$ cat src/hw/rtl/rlp_pkg.sv
// ----------------------------------------------------------------------------
// rlp_pkg
// Shared types and constants of the relocation list patcher.
// ----------------------------------------------------------------------------
`default_nettype none

package rlp_pkg;

  localparam logic [1:0] OP_WRITE = 2'd0;
  localparam logic [1:0] OP_RELOC = 2'd1;
  localparam logic [1:0] OP_READ  = 2'd2;

  localparam logic [7:0] LONG_FLAG = 8'h80;
  localparam logic [7:0] LOW7_MASK = 8'h7F;

  typedef enum logic [2:0] {
    PH_IDLE,
    PH_ZERO,
    PH_LONG3,
    PH_LONG2,
    PH_LONG1,
    PH_HIGH
  } phase_t;

  typedef enum logic [1:0] {
    K_NONE,
    K_WRITE,
    K_READ,
    K_PATCH
  } kind_t;

  typedef struct packed {
    logic        done;
    logic        list_end;
    logic        out_of_range;
    logic [31:0] pos;
    logic [31:0] pos_next;
  } dec_t;

endpackage

`default_nettype wire

$ cat src/hw/rtl/rlp_decoder.sv
// ----------------------------------------------------------------------------
// rlp_decoder
// Relocation byte decoder: distance assembly and cursor advance.
// ----------------------------------------------------------------------------
`default_nettype none

module rlp_decoder #(
  parameter int MEM_HALFWORDS = 32768
) (
  input  wire logic         clk,
  input  wire logic         rst,
  input  wire logic         step,
  input  wire logic [7:0]   reloc_byte,
  output rlp_pkg::dec_t     dec
);

  rlp_pkg::phase_t phase, phase_next;
  logic [31:0] accum, accum_next;
  logic [31:0] cursor, cursor_next;
  logic [31:0] distance;
  logic [31:0] pos;
  logic [32:0] pos_plus;
  logic        done;
  logic        list_end;

  always_comb begin
    phase_next = phase;
    unique case (phase)
      rlp_pkg::PH_IDLE: begin
        if (reloc_byte == 8'd0) begin
          phase_next = rlp_pkg::PH_ZERO;
        end else if ((reloc_byte & rlp_pkg::LONG_FLAG) != 8'd0) begin
          phase_next = rlp_pkg::PH_HIGH;
        end
      end
      rlp_pkg::PH_ZERO: begin
        phase_next = (reloc_byte == 8'd0) ? rlp_pkg::PH_IDLE : rlp_pkg::PH_LONG3;
      end
      rlp_pkg::PH_LONG3: phase_next = rlp_pkg::PH_LONG2;
      rlp_pkg::PH_LONG2: phase_next = rlp_pkg::PH_LONG1;
      rlp_pkg::PH_LONG1: phase_next = rlp_pkg::PH_IDLE;
      rlp_pkg::PH_HIGH:  phase_next = rlp_pkg::PH_IDLE;
      default:           phase_next = rlp_pkg::PH_IDLE;
    endcase
  end

  always_comb begin
    accum_next = accum;
    distance   = accum;
    done       = 1'b0;
    list_end   = 1'b0;
    unique case (phase)
      rlp_pkg::PH_IDLE: begin
        if (reloc_byte != 8'd0) begin
          if ((reloc_byte & rlp_pkg::LONG_FLAG) != 8'd0) begin
            accum_next = {16'd0, reloc_byte & rlp_pkg::LOW7_MASK, 8'd0};
          end else begin
            distance = {24'd0, reloc_byte};
            done     = 1'b1;
          end
        end
      end
      rlp_pkg::PH_ZERO: begin
        if (reloc_byte == 8'd0) begin
          accum_next = 32'd0;
          list_end   = 1'b1;
        end else begin
          accum_next = {24'd0, reloc_byte};
        end
      end
      rlp_pkg::PH_LONG3, rlp_pkg::PH_LONG2: begin
        accum_next = {accum[23:0], reloc_byte};
      end
      rlp_pkg::PH_LONG1: begin
        accum_next = {accum[23:0], reloc_byte};
        distance   = accum_next;
        done       = 1'b1;
      end
      rlp_pkg::PH_HIGH: begin
        accum_next = accum | {24'd0, reloc_byte};
        distance   = accum_next;
        done       = 1'b1;
      end
      default: begin
        accum_next = accum;
      end
    endcase
  end

  assign pos      = cursor + distance;
  assign pos_plus = {1'b0, pos} + 33'd1;

  always_comb begin
    if (list_end) begin
      cursor_next = 32'd0;
    end else if (done) begin
      cursor_next = pos;
    end else begin
      cursor_next = cursor;
    end
  end

  always_ff @(posedge clk) begin
    if (rst) begin
      phase  <= rlp_pkg::PH_IDLE;
      accum  <= 32'd0;
      cursor <= 32'd0;
    end else if (step) begin
      phase  <= phase_next;
      accum  <= accum_next;
      cursor <= cursor_next;
    end
  end

  assign dec.done         = done;
  assign dec.list_end     = list_end;
  assign dec.out_of_range = done && (pos_plus >= 33'(MEM_HALFWORDS));
  assign dec.pos          = pos;
  assign dec.pos_next     = pos_plus[31:0];

endmodule

`default_nettype wire
$ cat config.mk
export PLATFORM = sky130hd
export DESIGN_NAME = rlp_decoder
export DESIGN_NICKNAME = d
export VERILOG_FILES = /design/src/hw/rtl/rlp_pkg.sv /design/src/hw/rtl/rlp_decoder.sv
export SDC_FILE = /design/constraint.sdc
export NUM_CORES = 1
export LEC_CHECK = 0
export BUFFER_PORTS_ARGS = -buffer_cell sky130_fd_sc_hd__buf_2
export CAP_MARGIN = 20
export CORE_MARGIN = 8
export CORE_UTILIZATION = 53
export DETAILED_ROUTE_END_ITERATION = 6
export GPL_ROUTABILITY_DRIVEN = 0
export PLACE_DENSITY = 0.87
export SETUP_SLACK_MARGIN = 0.3
export SLEW_MARGIN = 10
export SYNTH_ARGS = -nofsm -noshare
export SYNTH_HDL_FRONTEND = slang
export SYNTH_SLANG_ARGS = --single-unit
$ cat constraint.sdc
create_clock -name clk -period 7.8 [get_ports clk]
set_input_delay 1.56 -clock clk [delete_from_list [all_inputs] [get_ports clk]]
set_output_delay 1.56 -clock clk [all_outputs]
set_load 0.02 [all_outputs]
# Yosys cells after proc, flatten, opt, wreduce, memory -nomap -nowiden
# Cells that the tools add are included.
# totals
register_bits	67
inputBits	11
out_inout_bits	67
elab_cells	44
# op_classes
addsub	2
n_lt_le_gt_ge	1
eq_ne	8
n_mux	18
bitwise	1
reduce_logical	11
# ops
operator	count
$mux W32	6
$pmux W32 S4	1
$pmux W32 S3	1
$add A32 B1 Y33 const B	1
$ge A33 B16 Y1 const B	1
$add A32 B32 Y32	1
$or A32 B8 Y32	1
$pmux W3 S4	1
$logic_not A8 Y1	1
$mux W8	1
$reduce_bool A8 Y1	1
$eq A3 B2 Y1 const B	2
$eq A3 B3 Y1 const B	2
$mux W3	2
$mux W1	4
$ne A2 B2 Y1 const B	2
$reduce_and A2 Y1	2
$reduce_and A4 Y1	1
$reduce_bool A4 Y1	1
$eq A3 B1 Y1 const B	1
$logic_not A3 Y1	1
$ne A3 B3 Y1 const B	1
$reduce_or A3 Y1	1
$mux W2	1
4 further kinds	4

# Longest topological paths before layout
# depth
ltp_word	7
mapped_depth	25
ltp_nobuf	22

# Least setup slack after synthesis
# No wires, ideal clock.
# synth_path
path_type	input -> output
start	input reloc_byte[7]
end	output dec[64] (netlist bit)
arrival_ns	6.545
required_time_ns	6.240
path_slack_ns	-0.305
stages	23
path_buffers	2
cell_sequence	clkbuf_1 -> nor4_1 -> nand2_1 -> a21oi_1 -> nor2_1 -> nand2_1 -> buf_1 -> nor2_1 -> nor2_1 -> ha_1 -> inv_1 -> fa_1 -> nand2b_1 -> a2111oi_4 -> nor3_1 -> xnor2_1 -> inv_1 -> nor4_2 -> xor2_1 -> or3b_1 -> a211o_1 -> nor4b_1 -> a41oi_2
# synth_rtl
element	line_no	text
start, declared	rlp_decoder.sv:13	input wire logic [7:0] reloc_byte,
end, declared	rlp_decoder.sv:14	output rlp_pkg::dec_t dec

==> impl_metrics.json <==
{
  "rrSetupSlack_ns": 2.74,
  "numClockSinks": 67,
  "synthTopCellsByCount": "a21oi_1 (82), nor2_1 (74), nand2_1 (73), dfxtp_1 (67), nand3_1 (55)",
  "tightest_slew_ns": 0.918,
  "leakage_nw": 3.30,
  "fin_crit_sh_pct": 99.3,
  "critPathRequiredTime_ns": 6.24,
  "fin_crit_ns": 7.75,
  "ys_warn_count": 0,
  "clock_skew_ns": 0.0189,
  "synth_area_leaders": "dfxtp_1 (23%), ha_1 (7.4%), a21oi_1 (7.1%)",
  "die_w_um": 120,
  "synth_ff_type": "dfxtp_1",
  "cp-end-kind": "output pin",
  "cts_buffers": 9,
  "vias": 6573,
  "portBuffers": 77,
  "synthesis.nets": 803,
  "syn_avg_cell_area_um2": 7.61,
  "die_h_um": 120,
  "fmax_mhz": 129,
  "async_flop_share_pct": 0,
  "relSlewSlack_pct": 38.6,
  "crit_slowest_cell": "a2111oi_4",
  "synth_edf_count": 0,
  "critPathMaxStageDelay_ns": 0.42,
  "cts_root_buf": "clkbuf_8",
  "rows": 38,
  "initial_core_util_pct": 53.6,
  "clock_latency_ns": 0.37,
  "report.final.slew_viol_count": 0,
  "status": "finished, final reports clean",
  "drt_iter0_drc": 920,
  "grt_pass1_wl_mm": 29.8,
  "cts_tree": "done",
  "antenna_found_initial": 0,
  "design.portCount": 78,
  "grt_use_total_pct": 24.9,
  "crit_path_max_fanout": 5,
  "routed_wl_mm": 19.2,
  "startpoint": "reloc_byte[5]",
  "synth_most_common_cell": "a21oi_1",
  "ir_drop_mv": 0.0854,
  "drc": 0,
  "synth_top_area_cell": "dfxtp_1",
  "synth_area_um2": 5760,
  "arrival_ns": 6.19,
  "dieArea_um2": 14500,
  "r2r_end": "cursor[31]",
  "num_antenna_cells": 0,
  "syn_to_final_growth_pct": 27.3,
  "core_um2": 10700,
  "finalPower_w": 0.000968,
  "wl_per_cell_um": 18.9,
  "ant_nets": 0,
  "critPathCapture": "dec[64]",
  "htreeDepth": 3,
  "dp.final_hpwl_mm": 12.9,
  "clk_pin_slew_worst_paths_ns": 0.07,
  "reg2regPathDepth": 17,
  "fin_tns_setup_ns": 0,
  "rsz0062_at_grt": "yes",
  "hold_viol": 0,
  "synth-seq-cells": 67,
  "via_per_inst": 6.44,
  "r2r-start": "phase[1]",
  "power_density_nw_per_um2": 132,
  "crit_path_start_kind": "input port",
  "grt_pass1_vias": 6076,
  "setup_viol": 0,
  "cts_hold_buf": 0,
  "cts.path.max_buffers": 2,
  "overflow": 0,
  "synth_top_area_share_pct": 23.3,
  "syn-instance-count": 757,
  "synth_cell_types": 82,
  "crit_chain": "buf_12 > nor4_4 > nand2_1 > a21oi_2 > nor2_2 > nand2_2 > nor2_1 > nor2_1 > ha_2 > inv_2 > fa_2 > nand2b_4 > a2111oi_4 > buf_4 > nor3_4 > xnor2_2 > inv_2 > nor4_4 > xor2_1 > or3b_1 > a211o_1 > nor4b_4 > a41oi_4 > buf_6",
  "hp-class": "flip-flop to flip-flop",
  "grt_max_degree": 68,
  "worstSetupPathType": "input port to output pin",
  "yosysSeqAreaShare_pct": 23.3,
  "first_pass_iters": 6,
  "max_cap_violations": 0,
  "final_nets": 922,
  "drive_gt1_share_pct": 30.4
}
metrics by stage:
step | utilization (%) | instances | hold WS (ns) | instance area (µm²) | setup WS, ns
3_3_place_gp | 61.9 | 977 | 0.438 | 6650 | 0.223
5_1_grt | 68.3 | 1021 | 0.477 | 7340 | -0.111
4_1_cts | 66.6 | 1012 | 0.455 | 7160 | 0.301
2_1_floorplan | - | 757 | 0.432 | 5930 | 0.198
6_report | 68.3 | 1021 | 0.452 | 7340 | 0.0534
3_5_place_dp | 62.3 | 979 | 0.445 | 6690 | 0.0234
worst max-delay path: cells and delay by family:
family	cells	cell delay [ns]
adders and majority gates	2	0.54
buffers and inverters	5	0.59
xor gates and xnor gates	2	0.36
AOI/OAI and AO/OA	4	1.08
and+or+nand+nor	11	2.02
cell usage in the layout, fill, tap and decap left out, types with 5 or more instances in the layout:
| cell | instances |
|---|---|
| a21oi_1 | 77 |
| nand4_1 | 10 |
| ha_1 | 30 |
| nor3_1 | 11 |
| buf_4 | 78 |
| nand3_1 | 53 |
| a22oi_1 | 33 |
| a21o_1 | 13 |
| a221oi_1 | 7 |
| dfxtp_1 | 67 |
| buf_2 | 74 |
| xnor2_2 | 6 |
| o21ai_0 | 11 |
| xnor2_1 | 26 |
| inv_2 | 6 |
| clkbuf_8 | 10 |
| a21oi_2 | 8 |
| nand2_1 | 72 |
| a22o_1 | 25 |
| nor2_1 | 71 |
| buf_6 | 7 |
| xor2_1 | 12 |
| o211ai_1 | 5 |
| a211oi_1 | 9 |
| inv_1 | 14 |
| xor2_2 | 8 |
| and2_1 | 8 |
sequential cells by signal, summed over array words and instances, names as in the netlist:
register	count
cursor	32
accum	32
phase	3
kinds of logic after synthesis:
kind of cell,after synthesis,share of synthesized area [%]
xor gates and xnor gates,54,8.60
muxes,2,0.391
AOI/OAI and AO/OA,244,30.4
DFF,67,23.3
and+or+nand+nor,282,24.0
buffers and inverters,73,5.60
adders and majority gates,35,7.73
final cells by class:
type                    instances  area [µm²]
multi-input cells             617        4490
repair buffers                161        1080
inverters                      20        75.1
clock buffers                  10         138
well taps                     140         175
clock inverters                 6        40.0
fillers                       799        3400
flip-flops and latches         67        1340
report_power, final:
part,internal (W),switching (W)
registers,0.000353,0.0000162
logic,0.000120,0.000201
clock network,0.000124,0.000154
total,0.000597,0.000371
worst min path at each step:
stage | cells past startpoint | to | slack [ns] | startpoint
2_1_floorplan | 2 | accum[31] | 0.43 | accum[31]
3_3_place_gp | 2 | accum[25] | 0.44 | accum[25]
3_5_place_dp | 2 | accum[25] | 0.44 | accum[25]
4_1_cts | 2 | accum[25] | 0.45 | accum[25]
5_1_grt | 2 | accum[27] | 0.48 | accum[27]
6_report | 2 | accum[25] | 0.45 | accum[25]
repair_timing:
action	in CTS	in global routing
gates cloned	1	0
setup endpoints to repair	3	6
pin swaps	29	28
hold endpoints to repair	0	0
gates resized for setup	40	28
buffers inserted	16	9
metal layers:
layer  vias up  wire, µm  GRT usage [%]
li1       3022         -              -
met1      3071      7650           31.7
met2       404      9060           40.3
met3        76      1870           4.71
met4         0       673           10.9
met5         -         0              0
No activity file was read; power rests on OpenSTA's default activity.
